## src/rtl/core/ahp_pkg.sv

```systemverilog
// Shared types, constants and the sampling rate table of the ADTS header parser.
package ahp_pkg;

  localparam int COUNT_WIDTH_DEF = 32;
  localparam int FLEN_W = 13;
  localparam int RATE_W = 17;
  localparam int K8_W = 10;
  localparam int AVG_W = 23;
  localparam int IN_W = 56;
  localparam int OUT_W = 80;
  localparam int RATE_SHIFT = 10;
  localparam logic [10:0] VBR_MARK = 11'h7FF;

  typedef struct packed {
    logic              mpeg_version_bit;
    logic              no_crc;
    logic [2:0]        object_type;
    logic [3:0]        rate_index;
    logic [RATE_W-1:0] sample_rate_hz;
    logic [2:0]        channel_config;
    logic [FLEN_W-1:0] frame_bytes;
    logic [10:0]       fullness;
    logic [1:0]        extra_blocks;
    logic              is_vbr;
  } hdr_t;

  typedef struct packed {
    logic full;
    logic empty;
  } q_stat_t;

  typedef enum logic [1:0] {
    BK_IDLE,
    BK_MUL,
    BK_DIV,
    BK_DONE
  } back_state_t;

  function automatic logic [RATE_W-1:0] rate_of(input logic [3:0] idx);
    logic [RATE_W-1:0] r;
    case (idx)
      4'd0:    r = 17'd96000;
      4'd1:    r = 17'd88200;
      4'd2:    r = 17'd64000;
      4'd3:    r = 17'd48000;
      4'd4:    r = 17'd44100;
      4'd5:    r = 17'd32000;
      4'd6:    r = 17'd24000;
      4'd7:    r = 17'd22050;
      4'd8:    r = 17'd16000;
      4'd9:    r = 17'd12000;
      4'd10:   r = 17'd11025;
      4'd11:   r = 17'd8000;
      4'd12:   r = 17'd7350;
      default: r = 17'd0;
    endcase
    return r;
  endfunction

endpackage

```

## src/rtl/core/ahp_front.sv

```systemverilog
// Front end: accepts headers, unpacks the fields and keeps the running length sum and frame count.
module ahp_front
  import ahp_pkg::*;
#(
  parameter int COUNT_WIDTH = COUNT_WIDTH_DEF
) (
  input  logic                          clk,
  input  logic                          rst_n,
  input  logic                          in_tvalid,
  output logic                          in_tready,
  input  logic [IN_W-1:0]               in_tdata,
  input  q_stat_t                       q_stat,
  output logic                          push,
  output hdr_t                          push_hdr,
  output logic [COUNT_WIDTH+FLEN_W-1:0] push_sum,
  output logic [COUNT_WIDTH-1:0]        push_count
);

  localparam int SUM_W = COUNT_WIDTH + FLEN_W;

  logic [SUM_W-1:0]       sum_r, sum_nxt;
  logic [COUNT_WIDTH-1:0] count_r, count_nxt;
  logic [SUM_W:0]         sum_add;
  logic                   accept;

  assign in_tready = !q_stat.full;
  assign accept    = in_tvalid && in_tready;
  assign push      = accept;

  always_comb begin
    push_hdr.mpeg_version_bit = in_tdata[43];
    push_hdr.no_crc           = in_tdata[40];
    push_hdr.object_type      = {1'b0, in_tdata[39:38]} + 3'd1;
    push_hdr.rate_index       = in_tdata[37:34];
    push_hdr.sample_rate_hz   = rate_of(in_tdata[37:34]);
    push_hdr.channel_config   = in_tdata[32:30];
    push_hdr.frame_bytes      = in_tdata[25:13];
    push_hdr.fullness         = in_tdata[12:2];
    push_hdr.extra_blocks     = in_tdata[1:0];
    push_hdr.is_vbr           = (in_tdata[12:2] == VBR_MARK);
  end

  assign sum_add = {1'b0, sum_r} + {{(SUM_W + 1 - FLEN_W){1'b0}}, in_tdata[25:13]};

  always_comb begin
    sum_nxt   = sum_r;
    count_nxt = count_r;
    if (accept && (count_r != {COUNT_WIDTH{1'b1}})) begin
      count_nxt = count_r + 1'b1;
      sum_nxt   = sum_add[SUM_W] ? {SUM_W{1'b1}} : sum_add[SUM_W-1:0];
    end
  end

  assign push_sum   = sum_nxt;
  assign push_count = count_nxt;

  always_ff @(posedge clk) begin
    if (!rst_n) begin
      sum_r   <= '0;
      count_r <= '0;
    end else begin
      sum_r   <= sum_nxt;
      count_r <= count_nxt;
    end
  end

  a_count_steps: assert property (@(posedge clk) disable iff (!rst_n)
    (accept && count_r != {COUNT_WIDTH{1'b1}}) |=> count_r == $past(count_r) + 1'b1)
    else $error("frame count did not advance on an accepted word");

  a_sum_monotonic: assert property (@(posedge clk) disable iff (!rst_n)
    rst_n |=> sum_r >= $past(sum_r))
    else $error("length sum decreased");

endmodule

```

## src/rtl/core/ahp_fifo.sv

```systemverilog
// Two-entry queue between the front end and the bitrate back end.
module ahp_fifo
  import ahp_pkg::*;
#(
  parameter int DATA_W = 8
) (
  input  logic              clk,
  input  logic              rst_n,
  input  logic              push,
  input  logic [DATA_W-1:0] push_data,
  input  logic              pop,
  output logic [DATA_W-1:0] pop_data,
  output q_stat_t           stat
);

  localparam int DEPTH = 2;
  localparam int AW = $clog2(DEPTH);
  localparam int FW = $clog2(DEPTH + 1);

  logic [DATA_W-1:0] mem_r [DEPTH];
  logic [AW-1:0]     wr_ptr_r, rd_ptr_r;
  logic [FW-1:0]     fill_r;

  assign stat.full  = (fill_r == FW'(DEPTH));
  assign stat.empty = (fill_r == '0);
  assign pop_data   = mem_r[rd_ptr_r];

  always_ff @(posedge clk) begin
    if (push) begin
      mem_r[wr_ptr_r] <= push_data;
    end
  end

  always_ff @(posedge clk) begin
    if (!rst_n) begin
      wr_ptr_r <= '0;
      rd_ptr_r <= '0;
      fill_r   <= '0;
    end else begin
      if (push) begin
        wr_ptr_r <= wr_ptr_r + 1'b1;
      end
      if (pop) begin
        rd_ptr_r <= rd_ptr_r + 1'b1;
      end
      if (push && !pop) begin
        fill_r <= fill_r + 1'b1;
      end else if (pop && !push) begin
        fill_r <= fill_r - 1'b1;
      end
    end
  end

  a_no_overflow: assert property (@(posedge clk) disable iff (!rst_n)
    push |-> (!stat.full || pop))
    else $error("queue written while full");

  a_no_underflow: assert property (@(posedge clk) disable iff (!rst_n)
    pop |-> !stat.empty)
    else $error("queue read while empty");

endmodule

```

## src/rtl/core/ahp_back.sv

```systemverilog
// Back end: bitrate multiply, bit-serial division by the frame count and the output register.
module ahp_back
  import ahp_pkg::*;
#(
  parameter int COUNT_WIDTH = COUNT_WIDTH_DEF
) (
  input  logic                          clk,
  input  logic                          rst_n,
  input  q_stat_t                       q_stat,
  output logic                          pop,
  input  hdr_t                          pop_hdr,
  input  logic [COUNT_WIDTH+FLEN_W-1:0] pop_sum,
  input  logic [COUNT_WIDTH-1:0]        pop_count,
  output logic                          out_tvalid,
  input  logic                          out_tready,
  output logic [OUT_W-1:0]              out_tdata
);

  localparam int SUM_W = COUNT_WIDTH + FLEN_W;
  localparam int PROD_W = SUM_W + K8_W;
  localparam int STEP_W = $clog2(PROD_W);

  back_state_t            state_r, state_nxt;
  hdr_t                   hdr_r, hdr_nxt;
  logic [SUM_W-1:0]       sum_r, sum_nxt;
  logic [COUNT_WIDTH-1:0] div_r, div_nxt;
  logic [PROD_W-1:0]      dvd_r, dvd_nxt;
  logic [COUNT_WIDTH-1:0] rem_r, rem_nxt;
  logic [STEP_W-1:0]      step_r, step_nxt;
  logic                   out_vld_r, out_vld_nxt;
  logic [OUT_W-1:0]       out_data_r, out_data_nxt;
  logic [K8_W-1:0]        k8;
  logic [COUNT_WIDTH:0]   rem_sh, rem_sub;
  logic [AVG_W-1:0]       avg;

  assign k8      = {hdr_r.sample_rate_hz[RATE_W-1:RATE_SHIFT], 3'b000};
  assign rem_sh  = {rem_r, dvd_r[PROD_W-1]};
  assign rem_sub = rem_sh - {1'b0, div_r};
  assign avg     = hdr_r.is_vbr ? '0 : dvd_r[AVG_W-1:0];

  always_comb begin
    state_nxt    = state_r;
    hdr_nxt      = hdr_r;
    sum_nxt      = sum_r;
    div_nxt      = div_r;
    dvd_nxt      = dvd_r;
    rem_nxt      = rem_r;
    step_nxt     = step_r;
    out_vld_nxt  = out_vld_r;
    out_data_nxt = out_data_r;
    pop          = 1'b0;
    if (out_vld_r && out_tready) begin
      out_vld_nxt = 1'b0;
    end
    case (state_r)
      BK_IDLE: begin
        if (!q_stat.empty) begin
          pop       = 1'b1;
          hdr_nxt   = pop_hdr;
          sum_nxt   = pop_sum;
          div_nxt   = pop_count;
          state_nxt = BK_MUL;
        end
      end
      BK_MUL: begin
        dvd_nxt   = {{SUM_W{1'b0}}, k8} * {{K8_W{1'b0}}, sum_r};
        rem_nxt   = '0;
        step_nxt  = '0;
        state_nxt = BK_DIV;
      end
      BK_DIV: begin
        if (!rem_sub[COUNT_WIDTH]) begin
          rem_nxt = rem_sub[COUNT_WIDTH-1:0];
          dvd_nxt = {dvd_r[PROD_W-2:0], 1'b1};
        end else begin
          rem_nxt = rem_sh[COUNT_WIDTH-1:0];
          dvd_nxt = {dvd_r[PROD_W-2:0], 1'b0};
        end
        step_nxt = step_r + 1'b1;
        if (step_r == STEP_W'(PROD_W - 1)) begin
          state_nxt = BK_DONE;
        end
      end
      BK_DONE: begin
        if (!out_vld_r || out_tready) begin
          out_vld_nxt  = 1'b1;
          out_data_nxt = {1'b0, avg, hdr_r.is_vbr, hdr_r.extra_blocks, hdr_r.fullness,
                          hdr_r.frame_bytes, hdr_r.channel_config, hdr_r.sample_rate_hz,
                          hdr_r.rate_index, hdr_r.object_type, hdr_r.no_crc,
                          hdr_r.mpeg_version_bit};
          state_nxt    = BK_IDLE;
        end
      end
      default: begin
        state_nxt = BK_IDLE;
      end
    endcase
  end

  always_ff @(posedge clk) begin
    if (!rst_n) begin
      state_r   <= BK_IDLE;
      out_vld_r <= 1'b0;
    end else begin
      state_r   <= state_nxt;
      out_vld_r <= out_vld_nxt;
    end
  end

  always_ff @(posedge clk) begin
    hdr_r      <= hdr_nxt;
    sum_r      <= sum_nxt;
    div_r      <= div_nxt;
    dvd_r      <= dvd_nxt;
    rem_r      <= rem_nxt;
    step_r     <= step_nxt;
    out_data_r <= out_data_nxt;
  end

  assign out_tvalid = out_vld_r;
  assign out_tdata  = out_data_r;

  a_rem_below_divisor: assert property (@(posedge clk) disable iff (!rst_n)
    (state_r == BK_DIV) |-> (rem_r < div_r))
    else $error("partial remainder not below the frame count");

  a_pop_only_idle: assert property (@(posedge clk) disable iff (!rst_n)
    pop |-> (state_r == BK_IDLE) && !q_stat.empty)
    else $error("queue popped outside the idle state");

endmodule

```

## src/rtl/core/adts_header_parse_bitrate.sv

```systemverilog
// Top level of the ADTS header parser with running average bitrate.
// The bit-serial divider produces one quotient bit per cycle over the COUNT_WIDTH + 23 bit
// product; a new word leaves the queue only once the result of the last one is in the
// output register.
// Two further words are taken into the queue while the divider is busy.
// Reset clears the length sum, the frame count, the queue and the output valid flag.
module adts_header_parse_bitrate
  import ahp_pkg::*;
#(
  parameter int COUNT_WIDTH = COUNT_WIDTH_DEF
) (
  input  logic             clk,
  input  logic             rst_n,
  input  logic             in_tvalid,
  output logic             in_tready,
  // header_bits
  input  logic [IN_W-1:0]  in_tdata,
  output logic             out_tvalid,
  input  logic             out_tready,
  // mpeg_version_bit, no_crc, object_type, rate_index, sample_rate_hz, channel_config,
  // frame_bytes, fullness, extra_blocks, is_vbr, avg_bitrate, zero fill
  output logic [OUT_W-1:0] out_tdata
);

  localparam int SUM_W = COUNT_WIDTH + FLEN_W;
  localparam int HDR_W = $bits(hdr_t);
  localparam int DATA_W = HDR_W + SUM_W + COUNT_WIDTH;

  q_stat_t                q_stat;
  logic                   push, pop;
  hdr_t                   push_hdr, pop_hdr;
  logic [SUM_W-1:0]       push_sum, pop_sum;
  logic [COUNT_WIDTH-1:0] push_count, pop_count;
  logic [DATA_W-1:0]      pop_data;

  ahp_front #(
    .COUNT_WIDTH(COUNT_WIDTH)
  ) u_front (
    .clk        (clk),
    .rst_n      (rst_n),
    .in_tvalid  (in_tvalid),
    .in_tready  (in_tready),
    .in_tdata   (in_tdata),
    .q_stat     (q_stat),
    .push       (push),
    .push_hdr   (push_hdr),
    .push_sum   (push_sum),
    .push_count (push_count)
  );

  ahp_fifo #(
    .DATA_W(DATA_W)
  ) u_fifo (
    .clk       (clk),
    .rst_n     (rst_n),
    .push      (push),
    .push_data ({push_hdr, push_sum, push_count}),
    .pop       (pop),
    .pop_data  (pop_data),
    .stat      (q_stat)
  );

  assign pop_hdr   = pop_data[DATA_W-1:SUM_W+COUNT_WIDTH];
  assign pop_sum   = pop_data[SUM_W+COUNT_WIDTH-1:COUNT_WIDTH];
  assign pop_count = pop_data[COUNT_WIDTH-1:0];

  ahp_back #(
    .COUNT_WIDTH(COUNT_WIDTH)
  ) u_back (
    .clk        (clk),
    .rst_n      (rst_n),
    .q_stat     (q_stat),
    .pop        (pop),
    .pop_hdr    (pop_hdr),
    .pop_sum    (pop_sum),
    .pop_count  (pop_count),
    .out_tvalid (out_tvalid),
    .out_tready (out_tready),
    .out_tdata  (out_tdata)
  );

endmodule

```

## config.mk

```make
export PLATFORM = sky130hd
export DESIGN_NAME = adts_header_parse_bitrate
export DESIGN_NICKNAME = d
export VERILOG_FILES = /design/src/rtl/core/ahp_pkg.sv /design/src/rtl/core/ahp_front.sv /design/src/rtl/core/ahp_fifo.sv /design/src/rtl/core/ahp_back.sv /design/src/rtl/core/adts_header_parse_bitrate.sv
export SDC_FILE = /design/constraint.sdc
export NUM_CORES = 2
export LEC_CHECK = 0
export BUFFER_PORTS_ARGS = -buffer_cell sky130_fd_sc_hd__buf_4
export CORE_ASPECT_RATIO = 1.1
export CORE_UTILIZATION = 68
export DETAILED_ROUTE_END_ITERATION = 10
export HOLD_SLACK_MARGIN = 0.12
export PLACE_DENSITY = 0.91
export RECOVER_POWER = 25
export SLEW_MARGIN = 5
export SYNTH_ARGS = -nofsm -noshare
export SYNTH_HDL_FRONTEND = slang
export SYNTH_HIERARCHICAL = 1
export SYNTH_SLANG_ARGS = --single-unit
```

## constraint.sdc

```tcl
create_clock -name clk -period 15.9 [get_ports clk]
set_clock_uncertainty 0.1 [all_clocks]
set_input_delay 1.59 -clock clk [delete_from_list [all_inputs] [get_ports clk]]
set_output_delay 1.59 -clock clk [all_outputs]
set_load 0.02 [all_outputs]
```

Word-level counts from Yosys, hierarchy flattened
Memory sizes are Yosys's and may differ from the RTL's. A register that Yosys moved wholly into a read port is not among the register bits.
Cells that the tools add are included.
Widths: inputs -> output; s select.
- register bits after elaboration: 256
- bits in writable memories: 266
- memory bits (read-only): 272
- bits of input ports: 60
- output and inout bits: 82
- word-level logic and storage cells: 73
- memories kept: 2
- add/subtract/negate cells: 9
- multiply operators: 1
- equal/unequal tests: 10
- muxes and demuxes: 21
- bitwise logic cells: 1
- reduce and logical (&&, ||, !) cells: 17
- memory list (memory ; depth ; bits a word ; read ports ; clocked after memory_dff ; wr ports ; RTL line ; RTL):
    (no name shown) ; 16 ; 17 ; 1 ; 0 ; 0 ; ahp_pkg.sv:41 ; case (idx)
    u_fifo.mem_r ; 2 ; 133 ; 1 ; 1 ; 1 ; ahp_fifo.sv:20 ; logic [DATA_W-1:0] mem_r [DEPTH];
- operator list (kind ; count):
    $pmux 55 s2 ; 1
    $mux 45 ; 2
    $mux 32 ; 2
    $pmux 32 s2 ; 1
    $mul 7x45->52 ; 1
    $add 45x13->46 ; 1
    $sub 33x32->33 ; 1
    $add 32x1->32 const B ; 1
    $ne 32x32->1 const B ; 1
    $pmux 6 s2 ; 1
    $eq 11x11->1 const B ; 1
    $mux 2 ; 5
    $mux 1 ; 8
    $pmux 2 s4 ; 1
    $add 6x1->6 const B ; 1
    $eq 2x2->1 const B ; 3
    $eq 6x6->1 const B ; 1
    $logic_and 1x1->1 ; 5
    $logic_not 1->1 ; 4
    $logic_not 2->1 ; 2
    $ne 2x1->1 const B ; 2
    $reduce_and 2->1 ; 2
    $reduce_bool 2->1 ; 2
    $add 2x1->3 const B ; 1
    other kinds (8) ; 9

Longest topological paths before layout
- word-level depth: 7
- mapped depth: 22
- depth with buffers taken out: 20

By module
Netlist, hierarchy kept.
- modules (own cells, without submodules) (module ; instances ; cells each ; area an instance (µm²) ; sequential area each (µm²)):
    ahp_back ; 1 ; 2006 ; 22260.1 ; 9218.8
    ahp_fifo ; 1 ; 436 ; 10097.2 ; 8087.8
    ahp_front ; 1 ; 639 ; 5191.2 ; 1541.5

Worst setup path before layout
Ideal clock, no wire load.
- path kind: input-to-reg
- start: in in_tvalid
- end: mem u_fifo/mem_r[0][0] (netlist name) (enable)
- setup time: 0.643 ns
- data arrival time: 7.733 ns
- required time: 15.157 ns
- slack: 7.424 ns
- stages on the path: 3
- path buffers: 0
- cells stage by stage: nand2b_1 > inv_1 > nor2b_1
- cells in the longest elaborated chain, start to end: 3
- ends and longest elaborated chain (what ; RTL line ; RTL):
    start: declaration ; adts_header_parse_bitrate.sv:14 ; input logic in_tvalid,
    $logic_and 1x1->1 ; ahp_front.sv:27 ; assign accept = in_tvalid && in_tready;
    via push ; adts_header_parse_bitrate.sv:30 ; logic push, pop;
    $mux 1 ; ahp_fifo.sv:29 ; if (push) begin
    $mux 1 (implied by the code) ; ahp_fifo.sv:30 ; mem_r[wr_ptr_r] <= push_data;
    end: declaration ; ahp_fifo.sv:20 ;
The timed path passes the listed nets, and every way through them passes these cells.

Final worst setup path
- start: reg u_back/hdr_r[42] (netlist name)
- end: reg u_back.dvd_r[42] (data pin)
- cells in the longest elaborated chain, start to end: 2
- ends and longest elaborated chain (what ; RTL line ; RTL):
    start: declaration ; ahp_back.sv:24 ; hdr_t hdr_r, hdr_nxt;
    start signal: assignment ; ahp_back.sv:111 ; hdr_r <= hdr_nxt;
    $mul 7x45->52 ; ahp_back.sv:66 ; dvd_nxt = {{SUM_W{1'b0}}, k8} * {{K8_W{1'b0}}, sum_r};
    $pmux 55 s2 ; ahp_back.sv:55 ; case (state_r)
    via u_back.dvd_nxt[42] ; ahp_back.sv:27 ; logic [PROD_W-1:0] dvd_r, dvd_nxt;
    end signal: assignment ; ahp_back.sv:114 ; dvd_r <= dvd_nxt;
    end: declaration ; ahp_back.sv:27 ;
The timed path passes the listed nets, and every way through them passes these cells.
A chain may end at the register's enable or synchronous reset.

==> flow_summary_export.csv <==
group,metric,value,unit
logic_synthesis,synth.cell_area,37500,um^2
clocking,htree_levels,2,
logic_synthesis,avgSynthCellArea,12.2,um^2
worst_setup_path,crit_buf_inv,3,
logic_synthesis,muxShareOfSynthArea,0.0516,
routing,vias,23973,
global_route,grt_usage,0.294,
routing,via_per_inst,6.11,
logic_synthesis,synth_most_common_cell,"edfxtp_1",
timing,fmax,125,MHz
worst_setup_path,cpPeakStageDelay,1.51,ns
clocking,numCtsBuffers,60,
clocking,cts_sinks,656,
global_route,grt_pass1_vias,24933,
logic_synthesis,synth-simple-area-share,0.134,
placed_design,dp_cells,3806,
worst_setup_path,crit_path_start_kind,"register",
worst_setup_path,path_common_cell,"fa_1",
finish,fin_cells,3921,
logic_synthesis,synth-edff-count,571,
timing,post-route-min-period,8.02,ns
die,die_area,56200,um^2
global_route,antenna_found_initial,3,
finish,drive_gt1_frac,0.107,
logic_synthesis,ys_warn_count,6,
logic_synthesis,synth_fa_ha_area_frac,0.158,
die,num_rows,89,
placed_design,gp_congestion,0.930,
clocking,cts-resized-gates,0,
worst_setup_path,critPathCaptureType,"register",
placed_design,place_ws,9.33,ns
placed_design,io_buffers,121,
finish,nets,3546,
worst_setup_path,crit_path_top_delay_cell,"clkbuf_1",
logic_synthesis,synth_top_area_share,0.457,
finish,regArea,18800,um^2
logic_synthesis,synth-xor-area-share,0.0331,
timing,relSlewSlack,-1.28,
clocking,clock_latency,0.65,ns
routing,wl,80.9,mm
worst_setup_path,path_delay_family,"adder cells",
die,ios,142,
logic_synthesis,synth_commonest_cells,"edfxtp_1 (571), and2_1 (306), nand2_1 (281)",
die,die_h,248,um
global_route,grt_pass1_wl,130,mm
timing,worst_pin_slew,3.42,ns
worst_setup_path,critical_path_required,16.05,ns
logic_synthesis,synth_top_family_by_area,"adder cells",
outcome,status,"complete, but fails checks",
outcome,violations,"capacitance limit, slew limit",
finish,area_delta_synth_final,7.93,%
logic_synthesis,async_reset_ff_frac,0,
die,dieWidth,226,um
logic_synthesis,synth-seq-area-share,0.502,
worst_setup_path,path_cells,"clkbuf_1, and2_1, fa_1, fa_1, fa_1, inv_1, fa_1, inv_1, ha_1, nand4_1, nor2_1, nor3b_1, o211ai_1, o31ai_1, a21oi_1, o21ai_1, a221o_1, o211a_1, o311ai_1",
worst_setup_path,cp_data_arrival_time,8.18,ns
job,maxCapViolations,16,
clocking,cts_tree,"built",
logic_synthesis,synth_cell_types,89,
timing,worst_slack,7.88,ns
clocking,post_cts_buffers,0,
global_route,grt-ovfl-total,0,
die,start_util,0.694,
worst_hold_path,hold_class,"reg2reg",
finish,fillers,3358,
logic_synthesis,synth_cells,3081,
routing,dr.pass1.iters,8,
global_route,met2_usage,0.514,
finish,final_util,0.749,
logic_synthesis,synth_compound_area_frac,0.0732,
logic_synthesis,synth_ff_type,"edfxtp_1",
timing,drv_slew,735,
routing,drt-wirelength-per-cell,20.6,um
timing,fin_crit_sh,0.505,
clocking,ctsHoldBuffers,0,
logic_synthesis,synth_top_area_cell,"edfxtp_1",
placed_design,hpwl,52.9,mm
clocking,cts_max_path_buffers,3,
global_route,use_met1,0.364,
logic_synthesis,synth_fp_nets,3487,
die,coreArea,54100,um^2
worst_setup_path,worstPathMaxFanout,46,
logic_synthesis,ys_ff_latch,656,
routing,route.detailed.drc,0,
timing,finalSetupViolations,0,
clocking,root_buffer,"clkbuf_16",
timing,rsz0062_at_grt,"no",
global_route,use_met3,0.0399,
global_route,grt_max_degree,102,
timing,hold_viol,0,
routing,ant_nets,0,
routing,first_iter_violations,2355,
finish,multi_input_comb_area,16800,um^2
logic_synthesis,ys_top_cells_by_area,"edfxtp_1 (46%), fa_1 (12%), and2_1 (5.1%)",
timing,setup_tns,0,ns
clocking,clk_pin_slew_worst_paths,0.06,ns
worst_setup_path,critical_path_class,"reg2reg",
global_route,grt_busiest_layer,"met2",
[logic make-up (layout without fill, tap and decap cells)]
logic type               after synthesis  after routing
adder cells (fa/ha/maj)              346            346
AO/OA/AOI/OAI                        430            430
other                                  1              2
XOR/XNOR                             142            142
flip-flops                           656            656
buffers and inverters                409            520
multiplexers                         148            148
AND/OR/NAND/NOR                      949            949
[path summary, 6_finish.rpt]
kind | start | to | slack, ns | depth (start not counted)
worst max-delay path | u_back/hdr_r[42]$_DFFE_PP_ | u_back/dvd_r[42]$_DFFE_PP_ | 7.88 | 19
worst min-delay path | u_back/hdr_r[10]$_DFFE_PP_ | u_back/out_tdata[49]$_DFFE_PP_ | 0.32 | 0
worst max register to register | u_back/hdr_r[42]$_DFFE_PP_ | u_back/dvd_r[42]$_DFFE_PP_ | 7.88 | 19
worst min register to register | u_back/hdr_r[10]$_DFFE_PP_ | u_back/out_tdata[49]$_DFFE_PP_ | 0.32 | 0
[placed cells by master, fill, tap and decap left out, types with 30 or more instances in the layout]
| master | netlist | routed |
|---|---|---|
| a21o_1 | 38 | 38 |
| a21oi_1 | 140 | 140 |
| and2_1 | 306 | 302 |
| buf_4 | 40 | 95 |
| clkbuf_1 | 81 | 50 |
| clkbuf_16 | 0 | 66 |
| dfxtp_1 | 85 | 85 |
| edfxtp_1 | 571 | 571 |
| fa_1 | 216 | 216 |
| ha_1 | 130 | 130 |
| inv_1 | 262 | 262 |
| mux2_1 | 0 | 48 |
| mux2_2 | 75 | 73 |
| nand2_1 | 281 | 281 |
| nand3_1 | 46 | 46 |
| nand4_1 | 41 | 41 |
| nor2_1 | 107 | 107 |
| nor2b_1 | 44 | 43 |
| nor3_1 | 30 | 30 |
| o21ai_0 | 105 | 105 |
| xnor2_1 | 82 | 81 |
| xor2_1 | 60 | 59 |
[registers in the layout, summed over array words and instances, names as in the netlist, 32 cells and up, named ones only]
| name | count |
|---|---|
| u_back/div_r | 32 |
| u_back/dvd_r | 55 |
| u_back/hdr_r | 56 |
| u_back/out_tdata | 79 |
| u_back/rem_r | 32 |
| u_back/sum_r | 45 |
| u_fifo/mem_r | 266 |
| u_front/count_r | 32 |
| u_front/sum_r | 45 |
[stage by stage]
| stage | hold WS, ns | instance area [um^2] |
|---|---|---|
| final | 0.318 | 40500 |
| after global routing | 0.322 | 40500 |
| after CTS | 0.316 | 40900 |
| after detailed placement | 0.305 | 38800 |
| after global placement | 0.301 | 38800 |
| after floorplan | 0.300 | 37500 |
[area by class of cell]
| class | instances | share of cell area |
|---|---|---|
| inverters | 262 | 0.0243 |
| repair buffers | 144 | 0.0228 |
| multi-input cells | 2016 | 0.413 |
| well taps | 728 | 0.0225 |
| diodes | 1 | 0.0000617 |
| clock inverters | 32 | 0.00769 |
| flip-flops and latches | 656 | 0.465 |
| clock buffers | 82 | 0.0442 |
[metal layers]
metal / wire, um / share of wire / up-vias
met2: 41200 / 0.51 / 1217
li1: - / - / 10760
met4: 3540 / 0.044 / 4
met3: 5480 / 0.068 / 297
met1: 30700 / 0.38 / 11695
met5: 27 / 0.00033 / -
Power is not shown: default switching activity piles up to over one toggle a cycle in this logic, so the estimate is an artifact.
